## src/hdl/mbfa_pkg.sv

```systemverilog
// Shared types, codes and default sizes of the block fit allocator.
// Depends on nothing; used by the top level, the checker and the testbench.
package mbfa_pkg;

	localparam int MBFA_MAX_BLOCKS = 64;
	localparam int MBFA_SIZE_BITS  = 16;
	localparam int MBFA_IDX_BITS   = 6;
	localparam int MBFA_REQ_BITS   = 16;

	typedef enum logic [1:0] {
		FUNC_CLEAR  = 2'd0,
		FUNC_APPEND = 2'd1,
		FUNC_NEWRUN = 2'd2,
		FUNC_ALLOC  = 2'd3
	} mbfa_func_t;

	typedef enum logic [1:0] {
		STAT_OK   = 2'd0,
		STAT_MISS = 2'd1,
		STAT_FULL = 2'd2
	} mbfa_status_t;

	typedef enum logic [1:0] {
		MODE_BEST  = 2'd0,
		MODE_FIRST = 2'd1,
		MODE_WORST = 2'd2
	} mbfa_mode_t;

	typedef enum logic [1:0] {
		S_IDLE,
		S_SCAN,
		S_DRAIN,
		S_SWEEP
	} mbfa_state_t;

endpackage

```

## src/hdl/mbfa_ram.sv

```systemverilog
// Generic simple dual-port RAM with one write port and a registered read port.
// Depends on nothing.
module mbfa_ram #(
	parameter int WIDTH = 16,
	parameter int DEPTH = 64
) (
	input  logic                     clk,
	input  logic                     we,
	input  logic [$clog2(DEPTH)-1:0] waddr,
	input  logic [WIDTH-1:0]         wdata,
	input  logic [$clog2(DEPTH)-1:0] raddr,
	output logic [WIDTH-1:0]         rdata
);

	logic [WIDTH-1:0] mem [DEPTH];

	always_ff @(posedge clk) begin
		if (we) begin
			mem[waddr] <= wdata;
		end
		rdata <= mem[raddr];
	end

endmodule

```

## src/hdl/memory_block_fit_allocator_top.sv

```systemverilog
// Block fit allocator: clear, append, and a new run or an allocation on an empty table
// put their result beat in the cycle after the command beat, and busy stays low for them.
// A new run otherwise walks the stored blocks in the mark-clearing sweep; an allocation
// reads the size and mark memories once per stored block, then decides and marks in a
// final step. The next command is taken at the edge ending the result beat, and results
// are never held off. Reset clears the count, the mode and all control.
module memory_block_fit_allocator_top
	import mbfa_pkg::*;
#(
	parameter int MAX_BLOCKS = MBFA_MAX_BLOCKS,
	parameter int SIZE_BITS  = MBFA_SIZE_BITS
) (
	input  logic                     clk,
	input  logic                     arst_n,
	input  logic                     start,
	input  logic [1:0]               func,
	input  logic [MBFA_REQ_BITS-1:0] size,
	output logic                     busy,
	output logic                     done,
	output logic [1:0]               status,
	output logic [MBFA_IDX_BITS-1:0] block_index,
	input  logic                     cfg_valid,
	output logic                     cfg_ready,
	input  logic [1:0]               cfg_data
);

	localparam int AW = $clog2(MAX_BLOCKS);
	localparam int CW = $clog2(MAX_BLOCKS + 1);

	mbfa_state_t state_q, state_d;

	logic [CW-1:0]            count_q;
	logic [AW-1:0]            ptr_q;
	logic [1:0]               mode_q;
	logic [SIZE_BITS-1:0]     req_q;
	logic                     rd_valid_s1;
	logic [AW-1:0]            idx_s1;
	logic                     found_q;
	logic [AW-1:0]            best_q;
	logic [SIZE_BITS-1:0]     best_size_q;
	logic                     done_q;
	logic [1:0]               status_q;
	logic [MBFA_IDX_BITS-1:0] index_q;

	logic [SIZE_BITS-1:0]     size_in;
	logic [SIZE_BITS-1:0]     size_rdata;
	logic                     used_rdata;
	logic                     size_we;
	logic                     used_we;
	logic                     used_wdata;
	logic [AW-1:0]            wr_addr;
	logic                     ptr_last;
	logic                     fits;
	logic                     better;
	logic                     take;
	logic                     found_n;
	logic [AW-1:0]            pick_n;
	logic                     res_set;
	logic [1:0]               res_status;
	logic [MBFA_IDX_BITS-1:0] res_index;
	logic                     accept;

	assign size_in   = SIZE_BITS'(size);
	assign accept    = start && (state_q == S_IDLE);
	assign ptr_last  = (CW'(ptr_q) == (count_q - CW'(1)));
	assign busy      = (state_q != S_IDLE);
	assign cfg_ready = 1'b1;

	assign done        = done_q;
	assign status      = status_q;
	assign block_index = index_q;

	mbfa_ram #(
		.WIDTH(SIZE_BITS),
		.DEPTH(MAX_BLOCKS)
	) u_size_ram (
		.clk   (clk),
		.we    (size_we),
		.waddr (wr_addr),
		.wdata (size_in),
		.raddr (ptr_q),
		.rdata (size_rdata)
	);

	mbfa_ram #(
		.WIDTH(1),
		.DEPTH(MAX_BLOCKS)
	) u_used_ram (
		.clk   (clk),
		.we    (used_we),
		.waddr (wr_addr),
		.wdata (used_wdata),
		.raddr (ptr_q),
		.rdata (used_rdata)
	);

	assign fits   = rd_valid_s1 && !used_rdata && (size_rdata >= req_q);
	assign better = (mode_q == MODE_WORST) ? (size_rdata > best_size_q)
	                                       : (size_rdata < best_size_q);
	assign take    = fits && (!found_q || ((mode_q != MODE_FIRST) && better));
	assign found_n = found_q || fits;
	assign pick_n  = take ? idx_s1 : best_q;

	always_ff @(posedge clk or negedge arst_n) begin
		if (!arst_n) begin
			state_q <= S_IDLE;
		end else begin
			state_q <= state_d;
		end
	end

	always_comb begin
		state_d    = state_q;
		size_we    = 1'b0;
		used_we    = 1'b0;
		used_wdata = 1'b0;
		wr_addr    = ptr_q;
		res_set    = 1'b0;
		res_status = STAT_OK;
		res_index  = '0;
		case (state_q)
			S_IDLE: begin
				if (start) begin
					case (func)
						FUNC_CLEAR: begin
							res_set = 1'b1;
						end
						FUNC_APPEND: begin
							res_set = 1'b1;
							if (count_q == CW'(MAX_BLOCKS)) begin
								res_status = STAT_FULL;
							end else begin
								size_we   = 1'b1;
								used_we   = 1'b1;
								wr_addr   = count_q[AW-1:0];
								res_index = MBFA_IDX_BITS'(count_q);
							end
						end
						FUNC_NEWRUN: begin
							if (count_q == '0) begin
								res_set = 1'b1;
							end else begin
								state_d = S_SWEEP;
							end
						end
						FUNC_ALLOC: begin
							if (count_q == '0) begin
								res_set    = 1'b1;
								res_status = STAT_MISS;
							end else begin
								state_d = S_SCAN;
							end
						end
						default: begin
							res_set = 1'b1;
						end
					endcase
				end
			end
			S_SCAN: begin
				if (ptr_last) begin
					state_d = S_DRAIN;
				end
			end
			S_DRAIN: begin
				state_d = S_IDLE;
				res_set = 1'b1;
				if (found_n) begin
					used_we    = 1'b1;
					used_wdata = 1'b1;
					wr_addr    = pick_n;
					res_index  = MBFA_IDX_BITS'(pick_n);
				end else begin
					res_status = STAT_MISS;
				end
			end
			S_SWEEP: begin
				used_we = 1'b1;
				if (ptr_last) begin
					state_d = S_IDLE;
					res_set = 1'b1;
				end
			end
			default: begin
				state_d = S_IDLE;
			end
		endcase
	end

	always_ff @(posedge clk or negedge arst_n) begin
		if (!arst_n) begin
			count_q     <= '0;
			ptr_q       <= '0;
			mode_q      <= MODE_BEST;
			rd_valid_s1 <= 1'b0;
			found_q     <= 1'b0;
			done_q      <= 1'b0;
		end else begin
			done_q      <= res_set;
			rd_valid_s1 <= (state_q == S_SCAN);
			if (cfg_valid) begin
				mode_q <= cfg_data;
			end
			if (state_q == S_IDLE) begin
				ptr_q   <= '0;
				found_q <= 1'b0;
			end else begin
				ptr_q <= ptr_q + AW'(1);
				if (rd_valid_s1) begin
					found_q <= found_n;
				end
			end
			if (accept && (func == FUNC_CLEAR)) begin
				count_q <= '0;
			end else if (size_we) begin
				count_q <= count_q + CW'(1);
			end
		end
	end

	always_ff @(posedge clk) begin
		idx_s1 <= ptr_q;
		if (accept) begin
			req_q <= size_in;
		end
		if (take) begin
			best_q      <= idx_s1;
			best_size_q <= size_rdata;
		end
		status_q <= res_status;
		index_q  <= res_index;
	end

endmodule

```

## config.mk

```make
export PLATFORM = sky130hd
export DESIGN_NAME = memory_block_fit_allocator_top
export DESIGN_NICKNAME = d
export VERILOG_FILES = /design/src/hdl/mbfa_pkg.sv /design/src/hdl/mbfa_ram.sv /design/src/hdl/memory_block_fit_allocator_top.sv
export SDC_FILE = /design/constraint.sdc
export NUM_CORES = 1
export LEC_CHECK = 0
export ABC_AREA = 1
export BUFFER_PORTS_ARGS = -buffer_cell sky130_fd_sc_hd__buf_2
export CORE_UTILIZATION = 32
export DETAILED_ROUTE_END_ITERATION = 16
export PLACE_DENSITY = 0.42
export SYNTH_ARGS = -nofsm -noshare
export SYNTH_HDL_FRONTEND = slang
export SYNTH_SLANG_ARGS = --single-unit
```

## constraint.sdc

```tcl
create_clock -name clk -period 11 [get_ports clk]
set_input_delay 1.65 -clock clk [delete_from_list [all_inputs] [get_ports clk]]
set_output_delay 1.65 -clock clk [all_outputs]
set_load 0.02 [all_outputs]
```

==> summary.txt <==
Finish
  – Fillers: 13500
  – Share of post-route cells with drive strength above 1: 11.38%
  – Core Util, Final: 37.24%
  – Synth-to-layout area growth: 14.93%
  – Area of the multi-input gates: 10080 sq um
  – Register Area: 34890 sq um
  – Final-stage net count: 3443

Critical path
  – Critical path endpoint category: register
  – Startpoint type of the worst setup path: register
  – Required @ worst endpoint: 11380 ps
  – CP arrival: 4980 ps
  – Crit-path max FO: 71
  – Crit path kind: register to register

Clock network
  – Root buffer cell: clkbuf_16
  – Num CTS Buffers: 135
  – Later-pin clock latency in the skew report: 790 ps
  – Post-CTS Hold Fix Bufs: 0
  – CTS tree: yes
  – CTS clk-pin slew, worst paths: 60 ps
  – Setup bufs post-CTS: 0
  – H-tree depth: 4
  – Maximum clock insertion buffer count: 3
  – CTS Sinks: 1177
  – Post-CTS sizing: 0

Synthesis
  – Seq/Total Area, Yosys: 75.64%
  – #FFs+latches synth: 1177
  – Synthesized area per cell: 13.81 sq um
  – Most instantiated cells after synthesis: edfxtp_1, a21oi_1, nand2_1
  – Number of flops mapped to enable cells by yosys: 1120
  – Warnings from Yosys: 0
  – Distinct cells, synth: 44
  – Mapped Area: 46100 sq um
  – Synthesized instance count: 3338
  – Prevailing post-synth register cell: edfxtp_1
  – Syn Nets: 3397
  – Most area-hungry cell type in the Yosys netlist: edfxtp_1
  – Ys async rst share: 1.699%
  – Area share of the largest cell type after synthesis: 72.95%
  – Synth area leaders: edfxtp_1, a21oi_1, o221ai_1
  – Count leader, synth: edfxtp_1

Timing
  – Rel. slew slack: 26.94%
  – # setup viols final: 0
  – Actual slew at the worst max-slew pin: 1096 ps
  – Setup repair after global routing missed its margin: no
  – Max frequency: 0.2174 GHz
  – Final period utilization: 41.82%
  – Slew Viols, Final: 0
  – Fin Setup TNS: 0 ps
  – Skew final: 28.07 ps
  – Final Hold Slack: 449.9 ps
  – Fin. Hold Viols: 0
  – Min cycle time layout: 4600 ps

Route
  – Vias per cell: 5.303
  – Drt first pass iters: 5
  – Vias after detailed routing: 28540
  – DRT Wirelength: 141100 microns
  – Post-DRT Antenna Nets: 0
  – Initial drt markers: 2836
  – WL/cell: 26.21 microns
  – DRC viols: 0

GRT
  – First-pass GRT wire length: 202500 microns
  – GRT Residual Overflow: 0
  – Gr usage total: 19.19%
  – Pin count of the biggest net entering global routing: 143
  – Vias in the first global route: 28340
  – Initial antenna violation count: 3

Floorplanning
  – Die height: 381.6 microns
  – Die width: 381.6 microns
  – Top-Level Pins: 35
  – Core area: 142300 sq um
  – Die area: 145600 sq um
  – Initial Util: 32.40%
  – Site Rows: 138

Placement
  – Port bufs: 33
  – Post-DP HPWL: 78960 microns
  – GPL Wtd Cong: 0.8331

Power
  – Clock power frac: 31.3%
  – Switching Share: 37.72%
  – Power Dens Cells: 262.8 nW/um^2
  – Part of the power in registers: 37.5%
  – Int Pwr: 0.008673 W
  – Comb pwr share: 31.2%
  – Peak VDD IR: 0.2484 mV
  – Static Leak: 17.28 nW
  – Switching pwr: 0.005254 W

Worst hold path
  – Hold crit path type: register to register

Run
  – MaxCap Viol Count: 0

Status
  – Status: completed
## flip-flops by register name (all words and copies together) (netlist names)
name	count
block_index	6
status	2
u_size_ram.mem	1024
rd_valid_s1	1
mode_q	2
ptr_q	6
done	1
state_q	2
idx_s1	6
u_used_ram.rdata	1
best_size_q	16
u_used_ram.mem	64
count_q	7
u_size_ram.rdata	16
best_q	6
found_q	1
req_q	16
## power by group through the flow
stage	Clock [W]	Sequential, W	Combinational, W
finish	0.00436	0.00523	0.00434
global route	0.00463	0.00524	0.00471
CTS	0.00445	0.00522	0.00439
detailed placement	0	0.00532	0.00438
floorplan	0	0.00522	0.00265
global placement	0	0.00531	0.00435
## cell families after synthesis
logic type | after synthesis | share of synthesized area (%)
flip-flops | 1177 | 75.64
AO/OA/AOI/OAI | 1001 | 13.14
AND/OR/NAND/NOR | 785 | 7.360
buffers and inverters | 331 | 2.746
adder cells (fa/ha/maj) | 35 | 0.9498
XOR/XNOR | 8 | 0.1520
other | 1 | 0.008134
## final timing paths
| path | startpoint | to | slack, ps | cells past startpoint |
|---|---|---|---|---|
| max | u_size_ram.rdata[15] | u_size_ram.mem[42][5] | 6400 | 14 |
| min | u_size_ram.rdata[0] | best_size_q[0] | 450 | 0 |
| max reg2reg | u_size_ram.rdata[15] | u_size_ram.mem[42][5] | 6400 | 14 |
| min reg2reg | u_size_ram.rdata[0] | best_size_q[0] | 450 | 0 |
| max in group asynchronous | arst_n | ptr_q[1] | 9670 | 1 |
| min in group asynchronous | arst_n | done | 870 | 1 |
## metal layers
| metal | GRT usage, % | part of all wire [%] | vias up |
|---|---|---|---|
| met2 | 29.62 | 46 | 915 |
| met5 | 0 | 0 | - |
| met4 | 5.496 | 2.4 | 0 |
| met1 | 27.05 | 45 | 14580 |
| li1 | - | - | 12880 |
| met3 | 4.226 | 6.6 | 169 |
## layout make-up
type                    count  share of cell area (%)
clock inverters            81                   1.431
well taps                1890                   4.463
repair buffers            133                   1.846
multi-input cells        1830                   19.03
flip-flops and latches   1177                   65.84
inverters                 107                  0.7768
diodes                      2                0.009445
clock buffers             162                   6.607
## worst max-delay path: stages (launching register included)
cell and delay [ps]:
dfxtp_1 360, ha_1 310, nand2_1 90, nor3_2 240, nand3_1 100, nand3_1 130, nand2_2 120, a21oi_4 120
buf_4 560, nand3_1 370, nand3_1 280, nand3_1 370, inv_2 220, nand2_1 120, nor2_2 770
## layout by cell type (no fill, tap or decap), types with 4 or more instances in the layout
master | synthesis | routed
clkinv_1 | 1 | 27
clkinv_8 | 0 | 5
edfxtp_1 | 1120 | 1120
a21oi_1 | 564 | 564
nor2_2 | 6 | 11
dfrtp_1 | 20 | 16
clkbuf_16 | 0 | 136
bufinv_16 | 0 | 9
inv_6 | 0 | 6
buf_2 | 10 | 33
xor2_1 | 5 | 5
o221ai_1 | 273 | 273
nor3_1 | 37 | 21
nor2_4 | 10 | 10
nor3_2 | 1 | 17
buf_4 | 1 | 95
clkbuf_1 | 205 | 26
dfxtp_1 | 37 | 37
inv_1 | 100 | 97
nor2_1 | 135 | 130
buf_12 | 0 | 5
clkinv_2 | 0 | 23
ha_1 | 35 | 35
nand3_1 | 134 | 133
inv_2 | 6 | 7
clkinvlp_4 | 0 | 4
o21ai_0 | 153 | 153
nand2_1 | 438 | 436
nand2_2 | 7 | 7
inv_16 | 0 | 4
nand2_4 | 2 | 4
## through the flow
stage | power (W) | instance area, sq um | setup slack [ps] | instances
floorplan | 0.007877 | 46100 | 6311 | 3338
global placement | 0.009663 | 48730 | 5654 | 5137
detailed placement | 0.009696 | 48730 | 5595 | 5137
CTS | 0.01406 | 52980 | 6358 | 5380
global route | 0.01458 | 52980 | 6069 | 5380
finish | 0.01393 | 52990 | 6400 | 5382
No activity file was read; power rests on OpenSTA's default activity.
